<file path="src/rtl/dls_pkg.sv">
package dls_pkg;

  // Fixed sizes of the delimiter and the hold window
  localparam int DELIM_MAX  = 8;
  localparam int HOLD_DEPTH = DELIM_MAX - 1;
  localparam int LEN_W      = 4;
  localparam int HOLD_W     = 3;
  localparam int IDX_W      = 3;

  typedef logic [7:0] byte_t;

  // Input operation codes
  typedef enum logic {
    OP_PUSH  = 1'b0,
    OP_FLUSH = 1'b1
  } op_t;

  // Configuration register indexes
  typedef enum logic [1:0] {
    CFG_DELIM_LEN   = 2'd0,
    CFG_DELIM_BYTES = 2'd1,
    CFG_KEEP_DELIM  = 2'd2
  } cfg_idx_t;

  // One job handed from the front to the back.
  // hist[0] is the newest byte, hist[top] the oldest one emitted first.
  typedef struct packed {
    logic [DELIM_MAX-1:0][7:0] hist;
    logic [IDX_W-1:0]          top;
    logic [LEN_W-1:0]          nbytes;
    logic                      bare_eol;
    logic                      eol_last;
  } job_t;

endpackage

</file>
<file path="src/rtl/dls_if.sv">
// Input channel: one byte push or a flush per item
interface dls_in_if;
  import dls_pkg::*;
  logic  valid;
  logic  ready;
  op_t   operation;
  byte_t in_byte;

  modport source (output valid, operation, in_byte, input ready);
  modport sink   (input valid, operation, in_byte, output ready);
endinterface

// Output channel: one result item per handshake
interface dls_out_if;
  import dls_pkg::*;
  logic  valid;
  logic  ready;
  byte_t out_byte;
  logic  has_byte;
  logic  end_of_line;
  logic  last_of_run;

  modport source (output valid, out_byte, has_byte, end_of_line, last_of_run, input ready);
  modport sink   (input valid, out_byte, has_byte, end_of_line, last_of_run, output ready);
endinterface

// Configuration write channel
interface dls_cfg_if;
  import dls_pkg::*;
  logic        valid;
  logic        ready;
  cfg_idx_t    index;
  logic [63:0] data;

  modport source (output valid, index, data, input ready);
  modport sink   (input valid, index, data, output ready);
endinterface

</file>
<file path="src/rtl/dls_front.sv">
module dls_front (
  input  logic         clk,
  input  logic         rst,
  dls_in_if.sink       in_ch,
  dls_cfg_if.sink      cfg_ch,
  input  logic         q_full,
  output logic         push,
  output dls_pkg::job_t job
);
  import dls_pkg::*;

  logic [LEN_W-1:0]               delim_len;
  logic [63:0]                    delim_bytes;
  logic                           keep_delim;
  logic [HOLD_DEPTH-1:0][7:0]     held;
  logic [HOLD_W-1:0]              hold_count;
  logic [HOLD_W-1:0]              hold_count_next;

  logic [DELIM_MAX-1:0][7:0]      hist;
  logic [LEN_W-1:0]               count;
  logic [LEN_W-1:0]               eff_len;
  logic [LEN_W-1:0]               keep_n;
  logic [LEN_W-1:0]               retained;
  logic [DELIM_MAX-1:0]           len_hit;
  logic                           match;
  logic                           accept;

  assign cfg_ch.ready = 1'b1;
  assign in_ch.ready  = !q_full;
  assign accept       = in_ch.valid && in_ch.ready;

  // Window with the new byte at the bottom, newest first
  assign hist    = {held, in_ch.in_byte};
  assign count   = {1'b0, hold_count} + LEN_W'(1);
  assign eff_len = (delim_len > LEN_W'(DELIM_MAX)) ? LEN_W'(DELIM_MAX) : delim_len;
  assign keep_n  = (eff_len == '0) ? '0 : eff_len - LEN_W'(1);
  assign retained = (count < keep_n) ? count : keep_n;

  // Compare the tail of the window against every delimiter length at once
  always_comb begin
    for (int l = 1; l <= DELIM_MAX; l++) begin
      len_hit[l-1] = 1'b1;
      for (int i = 0; i < l; i++) begin
        if (hist[l-1-i] != delim_bytes[8*i +: 8]) len_hit[l-1] = 1'b0;
      end
    end
  end

  assign match = (eff_len != '0) && (count >= eff_len) &&
                 len_hit[IDX_W'(eff_len - LEN_W'(1))];

  // Classify the item into a job and the next hold count
  always_comb begin
    job.hist        = hist;
    job.top         = hold_count;
    job.nbytes      = '0;
    job.bare_eol    = 1'b0;
    job.eol_last    = 1'b0;
    hold_count_next = hold_count;
    unique case (in_ch.operation)
      OP_FLUSH: begin
        job.nbytes      = {1'b0, hold_count};
        hold_count_next = '0;
      end
      OP_PUSH: begin
        if (match) begin
          job.nbytes      = keep_delim ? count : count - eff_len;
          job.bare_eol    = !keep_delim;
          job.eol_last    = keep_delim;
          hold_count_next = '0;
        end else begin
          job.nbytes      = count - retained;
          hold_count_next = retained[HOLD_W-1:0];
        end
      end
      default: ;
    endcase
  end

  assign push = accept && ((job.nbytes != '0) || job.bare_eol);

  // Hold window state
  always_ff @(posedge clk) begin
    if (rst) begin
      hold_count <= '0;
    end else if (accept) begin
      hold_count <= hold_count_next;
    end
  end

  always_ff @(posedge clk) begin
    if (accept && in_ch.operation == OP_PUSH) begin
      held <= hist[HOLD_DEPTH-1:0];
    end
  end

  // Configuration registers
  always_ff @(posedge clk) begin
    if (rst) begin
      delim_len   <= LEN_W'(1);
      delim_bytes <= 64'd10;
      keep_delim  <= 1'b0;
    end else if (cfg_ch.valid && cfg_ch.ready) begin
      unique case (cfg_ch.index)
        CFG_DELIM_LEN:   delim_len   <= cfg_ch.data[LEN_W-1:0];
        CFG_DELIM_BYTES: delim_bytes <= cfg_ch.data;
        CFG_KEEP_DELIM:  keep_delim  <= cfg_ch.data[0];
        default: ;
      endcase
    end
  end

endmodule

</file>
<file path="src/rtl/dls_queue.sv">
module dls_queue (
  input  logic          clk,
  input  logic          rst,
  input  logic          push,
  input  dls_pkg::job_t wr_job,
  input  logic          pop,
  output dls_pkg::job_t head,
  output logic          full,
  output logic          empty
);
  import dls_pkg::*;

  job_t       mem [2];
  logic       wr_ptr;
  logic       rd_ptr;
  logic [1:0] fill;

  assign full  = (fill == 2'd2);
  assign empty = (fill == 2'd0);
  assign head  = mem[rd_ptr];

  // Pointers and fill level
  always_ff @(posedge clk) begin
    if (rst) begin
      wr_ptr <= 1'b0;
      rd_ptr <= 1'b0;
      fill   <= 2'd0;
    end else begin
      if (push) wr_ptr <= !wr_ptr;
      if (pop)  rd_ptr <= !rd_ptr;
      if (push && !pop)      fill <= fill + 2'd1;
      else if (pop && !push) fill <= fill - 2'd1;
    end
  end

  // Entry storage
  always_ff @(posedge clk) begin
    if (push) mem[wr_ptr] <= wr_job;
  end

endmodule

</file>
<file path="src/rtl/dls_back.sv">
module dls_back (
  input  logic          clk,
  input  logic          rst,
  input  dls_pkg::job_t head,
  input  logic          q_empty,
  output logic          pop,
  dls_out_if.source     out_ch
);
  import dls_pkg::*;

  logic [LEN_W-1:0] ridx;
  logic [LEN_W-1:0] total;
  logic             advance;
  logic             take;
  logic             is_last;
  logic             in_data;

  assign total   = head.nbytes + {{(LEN_W-1){1'b0}}, head.bare_eol};
  assign is_last = (ridx == total - LEN_W'(1));
  assign in_data = (ridx < head.nbytes);
  assign advance = !out_ch.valid || out_ch.ready;
  assign take    = !q_empty && advance;
  assign pop     = take && is_last;

  // Output register valid and result index
  always_ff @(posedge clk) begin
    if (rst) begin
      out_ch.valid <= 1'b0;
      ridx         <= '0;
    end else begin
      if (take)              out_ch.valid <= 1'b1;
      else if (out_ch.ready) out_ch.valid <= 1'b0;
      if (take) ridx <= is_last ? '0 : ridx + LEN_W'(1);
    end
  end

  // Result payload: oldest bytes first, then an optional bare end of line
  always_ff @(posedge clk) begin
    if (take) begin
      out_ch.last_of_run <= is_last;
      if (in_data) begin
        out_ch.out_byte    <= head.hist[head.top - ridx[IDX_W-1:0]];
        out_ch.has_byte    <= 1'b1;
        out_ch.end_of_line <= head.eol_last && (ridx == head.nbytes - LEN_W'(1));
      end else begin
        out_ch.out_byte    <= '0;
        out_ch.has_byte    <= 1'b0;
        out_ch.end_of_line <= 1'b1;
      end
    end
  end

endmodule

</file>
<file path="src/rtl/delimiter_line_splitter.sv">
// Channel  Dir  Payload                                         Accepted when
// in_ch    in   operation, in_byte                              valid & ready
// out_ch   out  out_byte, has_byte, end_of_line, last_of_run    valid & ready
// cfg_ch   in   index, data                                     valid & ready (ready always 1)
//
// Rate: the front takes one item per cycle unless the job queue is full; the back
//   sends one result per cycle unless out_ch stalls; a job has 1 to 8 results.
// Path: an item with results becomes a queued job; the back registers each result.
// Stalls: in_ch.ready drops only when the two-entry job queue is full.
// Reset: rst is synchronous; it empties the hold window and the queue and loads
//   delimiter length 1, delimiter line feed, strip mode.
module delimiter_line_splitter (
  input logic       clk,
  input logic       rst,
  dls_in_if.sink    in_ch,
  dls_out_if.source out_ch,
  dls_cfg_if.sink   cfg_ch
);
  import dls_pkg::*;

  job_t front_job;
  job_t head_job;
  logic push;
  logic pop;
  logic q_full;
  logic q_empty;

  dls_front u_front (
    .clk    (clk),
    .rst    (rst),
    .in_ch  (in_ch),
    .cfg_ch (cfg_ch),
    .q_full (q_full),
    .push   (push),
    .job    (front_job)
  );

  dls_queue u_queue (
    .clk    (clk),
    .rst    (rst),
    .push   (push),
    .wr_job (front_job),
    .pop    (pop),
    .head   (head_job),
    .full   (q_full),
    .empty  (q_empty)
  );

  dls_back u_back (
    .clk     (clk),
    .rst     (rst),
    .head    (head_job),
    .q_empty (q_empty),
    .pop     (pop),
    .out_ch  (out_ch)
  );

`ifndef ASSERT_OFF
  // Queue cannot be full and empty together
  a_queue_level: assert property (@(posedge clk) disable iff (rst)
    !(q_full && q_empty))
    else $error("job queue full and empty at once");

  // A bare end of line always closes the run of its item
  a_bare_eol_last: assert property (@(posedge clk) disable iff (rst)
    out_ch.valid && !out_ch.has_byte |-> out_ch.end_of_line && out_ch.last_of_run)
    else $error("bare end of line not last of run");

  // A result without a byte carries a zero byte
  a_bare_zero: assert property (@(posedge clk) disable iff (rst)
    out_ch.valid && !out_ch.has_byte |-> out_ch.out_byte == 8'd0)
    else $error("bare result carries a nonzero byte");

  // Nothing leaves the queue while it is empty
  a_pop_empty: assert property (@(posedge clk) disable iff (rst)
    q_empty |-> !pop)
    else $error("pop from empty job queue");
`endif

endmodule
</file>
<file path="src/flat_wrapper.sv">
// flat-port wrapper written by rule: the top's interface ports become plain ports
module delimiter_line_splitter_flat import dls_pkg::*;
  (clk, rst, in_ch_valid, in_ch_operation, in_ch_in_byte, in_ch_ready, out_ch_valid, out_ch_out_byte, out_ch_has_byte, out_ch_end_of_line, out_ch_last_of_run, out_ch_ready, cfg_ch_valid, cfg_ch_index, cfg_ch_data, cfg_ch_ready);
  dls_in_if in_ch_i ();
  dls_out_if out_ch_i ();
  dls_cfg_if cfg_ch_i ();
  input logic clk;
  input logic rst;
  input wire logic [$bits(in_ch_i.valid)-1:0] in_ch_valid;
  input wire logic [$bits(in_ch_i.operation)-1:0] in_ch_operation;
  input wire logic [$bits(in_ch_i.in_byte)-1:0] in_ch_in_byte;
  output wire logic [$bits(in_ch_i.ready)-1:0] in_ch_ready;
  output wire logic [$bits(out_ch_i.valid)-1:0] out_ch_valid;
  output wire logic [$bits(out_ch_i.out_byte)-1:0] out_ch_out_byte;
  output wire logic [$bits(out_ch_i.has_byte)-1:0] out_ch_has_byte;
  output wire logic [$bits(out_ch_i.end_of_line)-1:0] out_ch_end_of_line;
  output wire logic [$bits(out_ch_i.last_of_run)-1:0] out_ch_last_of_run;
  input wire logic [$bits(out_ch_i.ready)-1:0] out_ch_ready;
  input wire logic [$bits(cfg_ch_i.valid)-1:0] cfg_ch_valid;
  input wire logic [$bits(cfg_ch_i.index)-1:0] cfg_ch_index;
  input wire logic [$bits(cfg_ch_i.data)-1:0] cfg_ch_data;
  output wire logic [$bits(cfg_ch_i.ready)-1:0] cfg_ch_ready;
  assign in_ch_i.valid = in_ch_valid;
  assign in_ch_i.operation = in_ch_operation;
  assign in_ch_i.in_byte = in_ch_in_byte;
  assign in_ch_ready = in_ch_i.ready;
  assign out_ch_valid = out_ch_i.valid;
  assign out_ch_out_byte = out_ch_i.out_byte;
  assign out_ch_has_byte = out_ch_i.has_byte;
  assign out_ch_end_of_line = out_ch_i.end_of_line;
  assign out_ch_last_of_run = out_ch_i.last_of_run;
  assign out_ch_i.ready = out_ch_ready;
  assign cfg_ch_i.valid = cfg_ch_valid;
  assign cfg_ch_i.index = cfg_ch_index;
  assign cfg_ch_i.data = cfg_ch_data;
  assign cfg_ch_ready = cfg_ch_i.ready;
  delimiter_line_splitter u_core (.clk(clk), .rst(rst), .in_ch(in_ch_i), .out_ch(out_ch_i), .cfg_ch(cfg_ch_i));
endmodule
</file>
<file path="config.mk">
export PLATFORM = sky130hd
export DESIGN_NAME = delimiter_line_splitter_flat
export DESIGN_NICKNAME = d
export VERILOG_FILES = /design/src/rtl/dls_pkg.sv /design/src/rtl/dls_if.sv /design/src/rtl/dls_front.sv /design/src/rtl/dls_queue.sv /design/src/rtl/dls_back.sv /design/src/rtl/delimiter_line_splitter.sv /design/src/flat_wrapper.sv
export SDC_FILE = /design/constraint.sdc
export NUM_CORES = 1
export LEC_CHECK = 0
export BUFFER_PORTS_ARGS = -buffer_cell sky130_fd_sc_hd__buf_2
export CORE_MARGIN = 1
export CORE_UTILIZATION = 60
export CTS_CLUSTER_SIZE = 40
export DETAILED_ROUTE_END_ITERATION = 6
export GPL_TIMING_DRIVEN = 0
export PLACE_DENSITY = 0.84
export SLEW_MARGIN = 20
export SYNTH_ARGS = -nofsm -noshare
export SYNTH_HDL_FRONTEND = slang
export SYNTH_SLANG_ARGS = --single-unit
</file>
<file path="constraint.sdc">
create_clock -name clk -period 12.51 [get_ports clk]
set_clock_uncertainty 0.05 [all_clocks]
set_input_delay 3.1275 -clock clk [delete_from_list [all_inputs] [get_ports clk]]
set_output_delay 3.1275 -clock clk [all_outputs]
set_load 0.02 [all_outputs]
</file>
==> summary by stage, run 1 <==
Timing
After routing, the total negative slack on setup checks comes to 0 ps. The headroom to the max-slew limit is 43.6%. For the finished layout, the period the worst path requires is 7020 ps. Setup repair after global routing left no endpoint under its margin.

After layout, the worst setup slack is 5490 ps. The maximum achievable frequency is 0.142 GHz. The count of pins over their slew limit is 0. The number of hold violations in the final report is 0. The count of final setup violators is 0. The transition time at the pin with the least slew margin is between 800 and 900 ps. Of the available clock period, the critical path in the final layout requires 56.1%. On the final layout, the worst hold slack is 417 ps.

Global routing
The maximum number of pins on one net before global-route repair is 55. The first global-routing pass estimated ~64,000 um of wire. Global routing finished with a remaining overflow of 0. The initial antenna violation count was 0. Global routing used 34.0% of the available tracks across all layers. The via count of the first global-routing pass came to 10,200.

Pwr
The switching power of the nets is 0.000845 W. The cell leakage power is 6.58 nW. The relative contribution of the clock network to total power is 29.6%. The relative contribution of combinational cells to total power is 25.1%. The internal power of the cells totals 0.00201 W.

Dividing total power by cell area gives a power density of 168 mW/mm2. The switching fraction of total power is 29.6%. IR analysis of the VDD net gives a maximum drop of about 0.11 mV. The proportion of power drawn by flip-flops and latches is about 45%.

Clock network
The clock passes through at most 3 buffers. The clock latency reported for the late side of the worst-skew pair is between 500 and 600 ps. The buffer count from post-CTS setup fixing is 0.

The clock tree from TritonCTS is built. Hold repair after CTS inserted 0 buffers. After clock tree synthesis, the clock-pin slew on the worst setup and hold paths is 60 ps. The clock net in this run drives a total of ~300 sinks. In this run, CTS created clock tree buffers numbering 29. The root buffer cell is clkbuf_16.

The number of gates resized after CTS is 0. CTS built an H-tree with a depth of 1.

Drt
In this run the remaining antenna-violating nets after routing total 0. The number of search-and-repair iterations in the first detailed-routing pass is 5. After detailed routing, the average wire length per cell comes to about 25 um.

After detailed routing, the number of remaining DRC violations is 0. The first routing iteration left roughly 1,000 violations. The detail-routed via count per cell is 6.04. Summed over all layers, the routed wires come to 42,900 um.

The total number of vias is 10,300.

Finish
The count of antenna diodes in the layout is 0. Relative to the synthesized area, the layout overhead comes to 12.9%. For this run, the number of standard cells in the final layout without fillers is 1,714. At the end of the flow, the number of nets in the layout was approximately 1,500.

After routing the design area is 0.0169 mm2. The share of post-route cells with drive strength above 1 is 18.6%.

Place
The placed standard-cell area is 0.0160 mm2. Including well taps, the total number of placed cells is 1,662. Prior to clock tree synthesis, the placed netlist has a worst setup slack of 5070 ps. The HPWL after detailed placement is approximately 32,000 um. The count of buffers inserted at the top-level ports is 91.

The congestion estimate from routability-driven global placement came to 1.02.

Worst setup path
For the worst setup path, the data arrival time is 7200 ps. The family with the most delay on the worst path is simple AND/OR/NAND/NOR gates. The critical path data required time is 12,690 ps. The critical path in this run is classified as in2reg.

The worst path buffer plus inverter count is 3. The sort of element at the end of the critical path is a flop. The worst setup path is launched from a primary input. Of all nets on the critical path, the largest fanout is 37. Walking the worst path, the cells encountered are buf_2, buf_2, xor2_1, nor4_1, nand4_1, nor4_2, nand4_1, a211oi_2, and2_2, o211ai_2, a31oi_4, and2_4, buf_12. The largest single stage delay on the critical path is 630 ps. The largest individual stage delay along the critical path comes from the cell nor4_1.

Synthesis
The count of different cell masters after synthesis is 58. The most instantiated flip-flop cell in the synthesis netlist is edfxtp_1. In this run, synthesis inferred 213 flip-flops with an integrated enable. The post-synthesis cell type with the largest combined area is edfxtp_1. The cell count after synthesis is 1,240. For this run, the number of Yosys warnings is 0.

The synthesized design devotes to its leading area cell type 42.6% of total area. The flop and latch count out of synthesis is 295. The register area share after synthesis is 53.5%. The per-instance average area after synthesis is roughly 12 um2. The post-synthesis instance area is 0.0150 mm2. The proportion of synthesized flip-flops having asynchronous set or reset is 0%. By area the synthesized netlist is led by edfxtp_1, xor2_1, dfxtp_1.

Worst hold path
The path class of the tightest hold or removal check is reg2reg.

Die
The effective utilization at floorplan is 61.4%. The count of pins on the block boundary is 94. The floorplan step set the die height to 160 um. The placeable core area is roughly 0.024 mm2.

The row count is 57. The horizontal die dimension is 160 um. The die footprint is 0.0257 mm2.

Job
The number of maximum-capacitance violations is 0.

Run status
The flow ran to the end, and the final reports show no timing, DRC or antenna violations.
registers in the layout, indices dropped and copies added (netlist names), 2 cells and up, named ones only:
register,flops
u_core.u_queue.mem,146
u_core.u_front.delim_bytes,64
u_core.u_front.job,56
u_core.u_back.out_ch.out_byte,8
u_core.u_back.ridx,4
u_core.u_front.delim_len,4
u_core.u_front.hold_count,3
u_core.u_queue.fill,2
per-layer routing:
layer / vias to the layer above / wire length [um] / GRT usage [%]
met4: 0 / 2200 / 16.4
met2: 517 / 19700 / 54.1
li1: 4613 / - / -
met3: 113 / 3050 / 3.43
met5: - / 0 / 0
met1: 5106 / 17900 / 47.0
synth_stat cells (3+ instances only):
| master | n |
|---|---|
| and2_1 | 4 |
| dfxtp_1 | 82 |
| nor3b_1 | 3 |
| o21ai_0 | 7 |
| o21a_1 | 4 |
| a21o_1 | 4 |
| buf_6 | 9 |
| nor2_1 | 31 |
| nor2b_1 | 11 |
| buf_4 | 10 |
| nand3b_1 | 4 |
| xor2_1 | 260 |
| nor4_1 | 62 |
| mux4_2 | 40 |
| fa_1 | 3 |
| nor3_1 | 12 |
| ha_1 | 20 |
| mux2i_1 | 13 |
| a211oi_1 | 5 |
| nand3_1 | 4 |
| buf_2 | 33 |
| nand2b_1 | 10 |
| xnor2_1 | 50 |
| clkbuf_1 | 51 |
| nand4_1 | 26 |
| buf_1 | 7 |
| nand2_1 | 139 |
| edfxtp_1 | 213 |
| inv_1 | 16 |
| a21oi_1 | 73 |
power groups by stage:
stage / combinational, W / clock (W) / sequential (W)
after floorplan: 0.000464 / 0 / 0.00131
after global placement: 0.000664 / 0 / 0.00131
after detailed placement: 0.000711 / 0 / 0.00131
after CTS: 0.000716 / 0.000851 / 0.00129
after global routing: 0.000767 / 0.000886 / 0.00130
final: 0.000716 / 0.000845 / 0.00129
logic make-up after synthesis:
| family | after synthesis | synth area share (%) |
|---|---|---|
| simple gates | 318 | 10.5 |
| mux | 56 | 7.12 |
| flops | 295 | 53.5 |
| xor+xnor | 310 | 18.1 |
| compound gates | 108 | 4.38 |
| other cells | 1 | 0.0250 |
| buf+inv | 129 | 4.29 |
| fa+ha+maj | 23 | 2.07 |
tightest hold or removal path: cells and delay by family (launching register included):
kind | cells | cell delay, ps
compound gates | 1 | 50
flops | 1 | 310
simple gates | 1 | 50
through the flow:
stage | power (W) | utilization, %
after detailed placement | 0.00202 | 65.5
after global routing | 0.00295 | 69.3
after global placement | 0.00197 | 64.9
after CTS | 0.00286 | 69.2
final | 0.00285 | 69.3
after floorplan | 0.00178 | -
cell type report:
class,instances,area (um2)
timing repair buffer,97,581
inverter,16,60.1
fill,1764,7520
clock inverter,13,120
buffer,113,587
multi-input combinational,817,6350
tap,324,405
sequential,295,8040
clock buffer,39,798
cells in the final DEF, fill, tap and decap left out, drive strengths merged, types with 13 or more instances in the layout:
| cell type | netlist | layout |
|---|---|---|
| nor2 | 31 | 31 |
| edfxtp | 213 | 213 |
| xnor2 | 50 | 50 |
| a21oi | 73 | 73 |
| mux2i | 13 | 13 |
| inv | 16 | 16 |
| ha | 20 | 20 |
| mux4 | 40 | 40 |
| nor4 | 64 | 64 |
| nand4 | 26 | 26 |
| xor2 | 260 | 260 |
| dfxtp | 82 | 82 |
| buf | 60 | 156 |
| clkbuf | 53 | 93 |
| nand2 | 140 | 140 |
worst paths after layout:
kind,start,to,slack (ps),cells after the start
setup / recovery,in_ch_in_byte[3],u_core.u_queue.mem[1][37],5490,13
hold / removal,u_core.u_front.delim_bytes[61],u_core.u_front.delim_bytes[61],420,2
setup reg to reg,u_core.u_front.hold_count[1],u_core.u_queue.mem[1][37],7480,16
hold reg to reg,u_core.u_front.delim_bytes[61],u_core.u_front.delim_bytes[61],420,2
No activity file was read; power rests on OpenSTA's default activity.
==> inputs of run 2 (changes only) <==
CORE_UTILIZATION = 55   (was 60)
PLACE_DENSITY = 0.81   (was 0.84)
clock period = 6.3 ns   (was 12.51 ns; I/O delays follow)
==> run 2 against run 1 <==
Effect of this change: the run now ends with design-rule violations left; sequential power rose by 98%; clock power rose by 99%; global-route usage is 3.1 points lower; register-to-register slack lost 6100 ps; final cell count grew 0.93%; worst setup slack worse by 4600 ps; power rose by 98%; critical path type unchanged.
==> summary by stage, run 2 (synthesis gave the netlist of run 1 again) <==
Worst setup path
The critical path data required time is around 6500 ps. The worst setup path is captured at a flop. The signal on the critical path passes through buf_2, buf_2, xor2_1, nor4_1, nand4_1, nor4_1, a211oi_1, o32ai_2, nand2_2, a311o_1, a31oi_4, and2_4, buf_16.

The family with the most delay on the worst path is simple AND/OR/NAND/NOR gates. The endpoint identified for the worst register-to-register timing path is u_core.u_queue.mem[0][13]. The source of the worst register-to-register timing path is u_core.u_front.hold_count[1].

The largest fanout on the critical path is 54. The startpoint type of the worst setup path is a primary input. The number of cell instances on the worst register-to-register path is 15.

The worst path buffer plus inverter count is 3. STA puts the critical path data arrival time at 5600 ps. The worst setup path category is in2reg. For this design, the slowest cell found on the critical path is nor4_1. The biggest cell delay along the critical path is 670 ps. Setup slack on the worst reg-to-reg path comes out at 1380 ps.

Pwr
The cell leakage power is 6.55 nW. Registers are responsible for between 40% and 50% of the overall power. Dividing total power by cell area gives a power density of between 300 and 400 mW/mm2.

The switching power of the nets is ~0.0017 W. The switching fraction of total power is 29.6%. The internal portion of the total power is 0.00398 W. The highest ir drop seen on vdd is 0.313 mV.

The relative contribution of the clock network to total power is 29.7%. The share of total power dissipated in combinational logic is 25.1%.

Finish
With fillers left out, the area of the finished cells amounts to 0.0169 mm2. Cells fill roughly 63% of the core in the end. The most common library cell in the layout ignoring fill and taps is xor2_1.

The area growth from synthesis to layout is 12.9%. The flip-flop count of the largest register after layout is roughly 150. The number of nets in the final layout is ~1,500. In the layout the commonest cells are xor2_1, edfxtp_1, nand2_1. The count of antenna diodes in the layout is 0.

The share of post-route cells with drive strength above 1 is ~18%. The register containing the most flip-flops in the final layout is u_core.u_queue.mem.

Timing
For the final routed database, the setup TNS stands at 0 ps. For the pin with the worst max-slew slack, the measured transition is 982 ps. The worst path in the final design needs a cycle of between 5000 and 6000 ps, including I/O delays and setup.

On the final layout, the worst hold slack is about 420 ps. The post-route worst setup slack is 867 ps. Measured against its own limit, the worst slew margin works out to between 30% and 40%. Of the available clock period, the critical path in the final layout requires a little under nine tenths. The count of final setup violators is 0. Setup repair after global routing left no endpoint under its margin. The count of pins over their slew limit is 0. The maximum achievable frequency is roughly 0.18 GHz.

The number of hold violations in the final report came to 0.

Clock network
After clock tree synthesis, the flow added hold-fix buffers numbering 0. Once the clock tree was built, the resizer swapped 0 gates to a different size. The buffer depth of the longest clock path is 3. The clock sink count is 295. CTS built an H-tree with a depth of 1. Clock-pin slew was measured on the worst setup and hold paths at 60 ps.

The buffer count from post-CTS setup fixing is 0. For the worst-skew pair, the clock arrives at the later sink with an insertion delay of 550 ps. TritonCTS built the clock tree. In this run the clock root is driven by a clkbuf_16. The total clock buffers created by CTS is 29.

Die
The effective utilization at floorplan is 55.9%. The horizontal die dimension is 167 um. The placeable core area is ~0.027 mm2. The die is approximately 170 um tall.

The die covers ~0.028 mm2. In this run the count of I/O pins placed on the die edge is 94. The row count is 60.

Worst hold path
The worst hold path passes through 2 cells. The min-delay analysis places its worst path in the category reg2reg. The startpoint identified for the worst hold timing path is u_core.u_front.delim_bytes[58]. The endpoint of the worst hold-timing path is u_core.u_front.delim_bytes[58].

Run status
The run finished, with violations left. The checks that failed: design-rule violations.

Drt
The post-detailed-route wirelength per cell is 24.8 um. For this block, the routed nets add up to 43,000 um of wire. The first TritonRoute pass finished after 7 iterations. Summing over every cut layer, the via total after detailed routing is 10,200. The DRC violations left is 1. The detail route stage leaves a number of antenna-violating nets equal to 0.

The number of DRC violations after detailed-routing iteration 0 is between 1,000 and 1,500. The detail-routed via count per cell is 5.91.

Place
The placed instances occupy a cell area of 0.0160 mm2. At the end of routability-driven placement, the weighted congestion stood at 0.994. Before CTS, the worst setup slack after placement is 515 ps. During placement, the flow inserted port buffers numbering 91. The HPWL after detailed placement is roughly 32,000 um.

Global routing
The total overflow left after global routing is 0. The initial antenna violation count is 0. The all-layer global routing usage is 30.8%. The wire length of the first global-routing pass is 63,300 um. Entering global routing, the biggest net connects 56 pins. The via count of the first global-routing pass is ~10,000.

Job
The number of maximum-capacitance violations is 0.
run 2: layout make-up:
type                       instances  area, um2
buffer                           113        587
clock buffer                      32        737
clock inverter                    20        178
fill                            2105       9930
inverter                          16       60.1
multi-input combinational        817       6350
sequential                       295       8040
tap                              341        427
timing repair buffer              96        569
run 2: power groups by stage:
stage          Clock (W)  Combinational [W]  Sequential, W
6_report         0.00168            0.00142        0.00256
5_1_grt          0.00177            0.00152        0.00258
4_1_cts          0.00169            0.00143        0.00256
3_5_place_dp           0            0.00142        0.00260
3_3_place_gp           0            0.00133        0.00260
2_1_floorplan          0           0.000921        0.00260
run 2: per-layer routing:
| layer | up-vias | GRT usage [%] | wire, um |
|---|---|---|---|
| met2 | 463 | 50.0 | 20200 |
| li1 | 4636 | - | - |
| met3 | 90 | 4.30 | 3010 |
| met1 | 5030 | 42.6 | 18200 |
| met5 | - | 0 | 0 |
| met4 | 0 | 11.1 | 1520 |
run 2: worst max path at each step:
stage,slack (ps),startpoint,cells after the start,to
3_3_place_gp,-1590,in_ch_in_byte[2],12,u_core.u_queue.mem[0][27]
2_1_floorplan,520,in_ch_in_byte[2],11,u_core.u_queue.mem[0][0]
3_5_place_dp,520,in_ch_in_byte[2],13,u_core.u_queue.mem[0][27]
4_1_cts,1060,in_ch_in_byte[2],13,u_core.u_queue.mem[0][42]
5_1_grt,870,in_ch_in_byte[2],13,u_core.u_queue.mem[0][27]
6_report,870,in_ch_in_byte[2],13,u_core.u_queue.mem[0][13]
run 2: worst register-to-register path, stage by stage, from the launching register on:
cell	delay, ps
dfxtp_1	550
ha_1	240
xor2_1	400
ha_1	320
a21o_1	160
a21oi_1	350
nor3_1	80
a21oi_1	210
ha_1	190
inv_1	60
fa_1	570
nor2_1	60
a311o_1	380
a31oi_4	200
and2_4	380
buf_16	320
run 2: through the flow:
stage	power, W	instances
after global placement	0.00393	1673
after floorplan	0.00352	1241
after global routing	0.00586	1730
final	0.00566	1730
after CTS	0.00567	1730
after detailed placement	0.00401	1678
==> inputs of run 3 (changes only) <==
CORE_UTILIZATION = 56   (was 55)
PLACE_DENSITY = 0.82   (was 0.81)
SLEW_MARGIN = 10   (was 20)
SYNTH_HIERARCHICAL = 1   (was unset)
==> run 3 against run 2 <==
Effect of this change: the run now ends clean; maximum frequency is 5.7% lower; utilization is 1.7 points higher; synthesized area is 2.8% higher; synthesized cell count is 5.0% higher; register-to-register slack worse by 380 ps; worst hold slack better by 4.6 ps; via count is 3.8% higher; largest power group unchanged; clock-buffer cell count is 7 higher.
==> summary by stage, run 3 <==
Synthesis
Yosys attributes the largest share of cell area to edfxtp_1, dfxtp_1, xor2_1. Synthesis produced 1,302 cells. The per-instance average area after synthesis is 11.8 um2. The commonest cells after synthesis are edfxtp_1, xor2_1, nand2_1. The post-synthesis instance area is 0.0154 mm2.

The count of different cell masters after synthesis is 57. The count of yosys warnings during synthesis is 6. The number of flops mapped to enable cells by yosys is 213. In this run, synthesis produced a sequential element count of 295.

The share of the Yosys chip area taken by registers is 52.1%. Of all flip-flops after synthesis, the portion carrying an async set or reset was 0%. Of all cell types, the one taking the most synthesized area is edfxtp_1. By instance count, the leading cell after synthesis is edfxtp_1.

Of the post-synthesis cell area, the dominant cell type holds around two fifths. The most used flip-flop cell after synthesis is edfxtp_1.

Clock network
Buffers inserted during clock tree synthesis total 30. The clock sink count is 295. Post-CTS repair changed the size of 0 cells. The buffer count from post-CTS setup fixing is 0. The number of hold buffers added after CTS was 0. The buffer depth of the longest clock path is 3. The clock latency reported for the late side of the worst-skew pair is 550 ps.

TritonCTS built the clock tree. The clock-pin slew on the worst setup and hold paths is 60 ps. The number of levels in the clock H-tree is 1. Clock tree synthesis selected as its root buffer the cell clkbuf_16.

Die
The die height is 168 um. The core region is 0.0270 mm2. The die covers roughly 0.028 mm2. From left edge to right edge, the die measures 168 um.

Once the floorplan was initialized, standard cells occupied between 50% and 60% of the core. The count of pins on the block boundary is 94. The initialized floorplan defines 60 standard-cell rows.

Finish
Relative to the synthesized area, the layout overhead comes to 13.2%. The count of antenna diodes in the layout is 0. The multi-input logic area is 0.00668 mm2. The number of nets in the final layout is 1,535.

u_core/u_queue/mem holds more flip-flops than any other register. The share of post-route cells with drive strength above 1 is 21.6%. Leaving out fill and tap cells, the most frequent cell in the layout is edfxtp_1. The layout filler cell count is 2,020.

The flip-flop count of the largest register after layout is 146. In the layout the commonest cells are edfxtp_1, xor2_1, buf_2, nand2_1, xnor2_1. Across the whole layout, storage elements account for 0.00804 mm2.

Worst setup path
The endpoint of the lowest-slack register-to-register path is u_core/u_queue/mem[0][9]. In this run the worst path has a maximum fanout of 29. The cell family contributing the most delay on the critical path is simple AND/OR/NAND/NOR gates. The critical path goes through buf_2, buf_2, xnor2_1, nand4_1, nor4_1, nand4_1, nor4_1, o221a_2, a21oi_1, o31a_1, a41oi_2, nor2b_4, buf_12.

The worst register-to-register path begins at u_core/u_front/job[25]. The setup check on the worst reg-to-reg path leaves a slack of 1000 ps. The highest-delay cell along the critical path is nor4_1.

The critical path contains buffers and inverters numbering 3 combined. The sort of element at the end of the critical path is a flop. The startpoint type of the worst setup path is a primary input. The worst setup path category is in2reg. The worst register-to-register path has a depth of 12. In this design, the stage delay of the slowest critical-path cell is 910 ps. The data arrival at the endpoint of the critical path is 5960 ps. The critical path data required time is roughly 6500 ps.

Place
Before CTS, the worst setup slack after placement is around 200 ps. The final weighted congestion in routability-driven placement is 0.960. During placement, the flow inserted port buffers numbering 92. The HPWL after detailed placement is 31,600 um.

Timing
Setup repair after global routing left no endpoint under its margin. The headroom to the max-slew limit is 30.1%. The maximum achievable frequency is 0.174 GHz. The clock period minus final worst setup slack is between 5000 and 6000 ps. The transition time at the pin with the least slew margin is 1040 ps. Dividing the final minimum period by the clock period gives 91.5%. The accumulated negative setup slack is 0 ps. Setup violations remaining at the end of the flow were counted as 0.

The number of hold violations in the final report is 0. After layout, the worst setup slack is 537 ps. The count of pins over their slew limit is 0.

Drt
For this block, wires on met1 add up to around 18,000 um. The total number of vias is 10,600. The top metal layer carrying routed signals is met4. The DRC violations left is 0. Dividing the detail-routed wire length by the instance count gives 24.5 um. The detail-routed via count per cell is ~6. The detailed router finished its first iteration with 946 violations. The detail route stage leaves a number of antenna-violating nets equal to 0.

Summed over all nets, wire length on met3 after detailed routing comes to between 3000 and 4000 um. The final wirelength is between 40,000 and 50,000 um. The number of search-and-repair iterations in the first detailed-routing pass is 7. Wire segments on met2 add up to 20,800 um in the final route.

Worst hold path
The worst hold path belongs to the class reg2reg. The worst hold path begins at u_core/u_front/delim_bytes[58]. The worst hold path was traced through 2 stages. The worst hold path terminates at u_core/u_front/delim_bytes[58].

Pwr
For this design the static power due to leakage is 6.45 nW. For this design the ratio of total power to cell area is between 300 and 400 mW/mm2. The design draws 0.00614 W. The highest ir drop seen on vdd is 0.199 mV.

Run status
The flow ran to the end, and the final reports show no timing, DRC or antenna violations.

Global routing
The via count of the first global-routing pass is between 10,000 and 15,000. The all-layer global routing usage is approximately a third. The wire length of the first global-routing pass is 64,600 um. After global routing the overflow that remains totals 0. The initial antenna violation count is 0. Entering global routing, the biggest net connects 44 pins.

Job
The number of maximum-capacitance violations is 0.
run 3: cell types whose count changed in the layout (fill, tap and decap cells not counted), sizes merged, moves of 4 or more:
cell / delta
a21oi: +4
and3: +4
buf: +17
clkbuf: +5
inv: +6
mux2: +71
mux4: -24
nand2b: -4
nand4: +11
nor2: -4
nor2b: -6
nor4: -14
xnor2: +84
xor2: -84
run 3: cell type report:
| class | count | area share, % |
|---|---|---|
| Timing Repair Buffer | 97 | 3.25 |
| Clock inverter | 17 | 1.23 |
| Clock buffer | 39 | 4.61 |
| Tap cell | 341 | 2.44 |
| Inverter | 21 | 0.451 |
| Buffer | 127 | 3.73 |
| Multi-Input combinational cell | 860 | 38.2 |
| Sequential cell | 295 | 46.0 |
run 3: cell families after synthesis:
kind of cell    Yosys count  share of synthesized area [%]
flops                   295                           52.1
simple gates            310                           10.1
fa+ha+maj                23                           2.01
xor+xnor                311                           17.8
buf+inv                 148                           4.74
compound gates          109                           4.55
other cells               1                         0.0243
mux                     105                           8.71
run 3: how the worst max path moves through the flow:
stage / start / end / cells past startpoint
after detailed placement: in_ch_in_byte[3] / u_core/u_queue/mem[0][10] / 13
after CTS: in_ch_in_byte[3] / u_core/u_queue/mem[0][40] / 13
final: in_ch_in_byte[4] / u_core/u_queue/mem[0][9] / 13
after global placement: in_ch_in_byte[3] / u_core/u_queue/mem[0][17] / 12
after global routing: in_ch_in_byte[4] / u_core/u_queue/mem[0][40] / 13
after floorplan: in_ch_in_byte[1] / u_core/u_queue/mem[0][0] / 11
run 3: metrics by stage:
stage / hold slack (ps) / instance area (um2) / cells / util [%]
detailed placement: 416 / 16400 / 1741 / 61.0
CTS: 425 / 17500 / 1797 / 64.8
finish: 425 / 17500 / 1797 / 64.8
floorplan: 398 / 15400 / 1303 / -
global route: 438 / 17500 / 1797 / 64.8
global placement: 407 / 16300 / 1736 / 60.5
run 3: worst reg2reg max path, cell delays in order (launching register included):
cell,delay (ps)
edfxtp_1,450
clkbuf_1,620
xnor2_1,190
nand4_1,120
nor4_1,290
nand4_1,130
nor4_1,910
o221a_2,480
a21oi_1,110
o31a_1,360
a41oi_2,320
nor2b_4,650
buf_12,290
run 3: report_power, final:
part	total (W)	leakage (nW)	switching (W)	internal [W]
sequential	0.00262	2.65	0.000154	0.00246
clock	0.00184	0.489	0.000730	0.00110
combinational	0.00169	3.32	0.000960	0.000727
run 3: per-layer routing:
layer	up-vias	GRT usage (%)
li1	4801	-
met1	5202	41.8
met2	490	51.6
met3	110	4.28
met4	0	14.2
met5	-	0
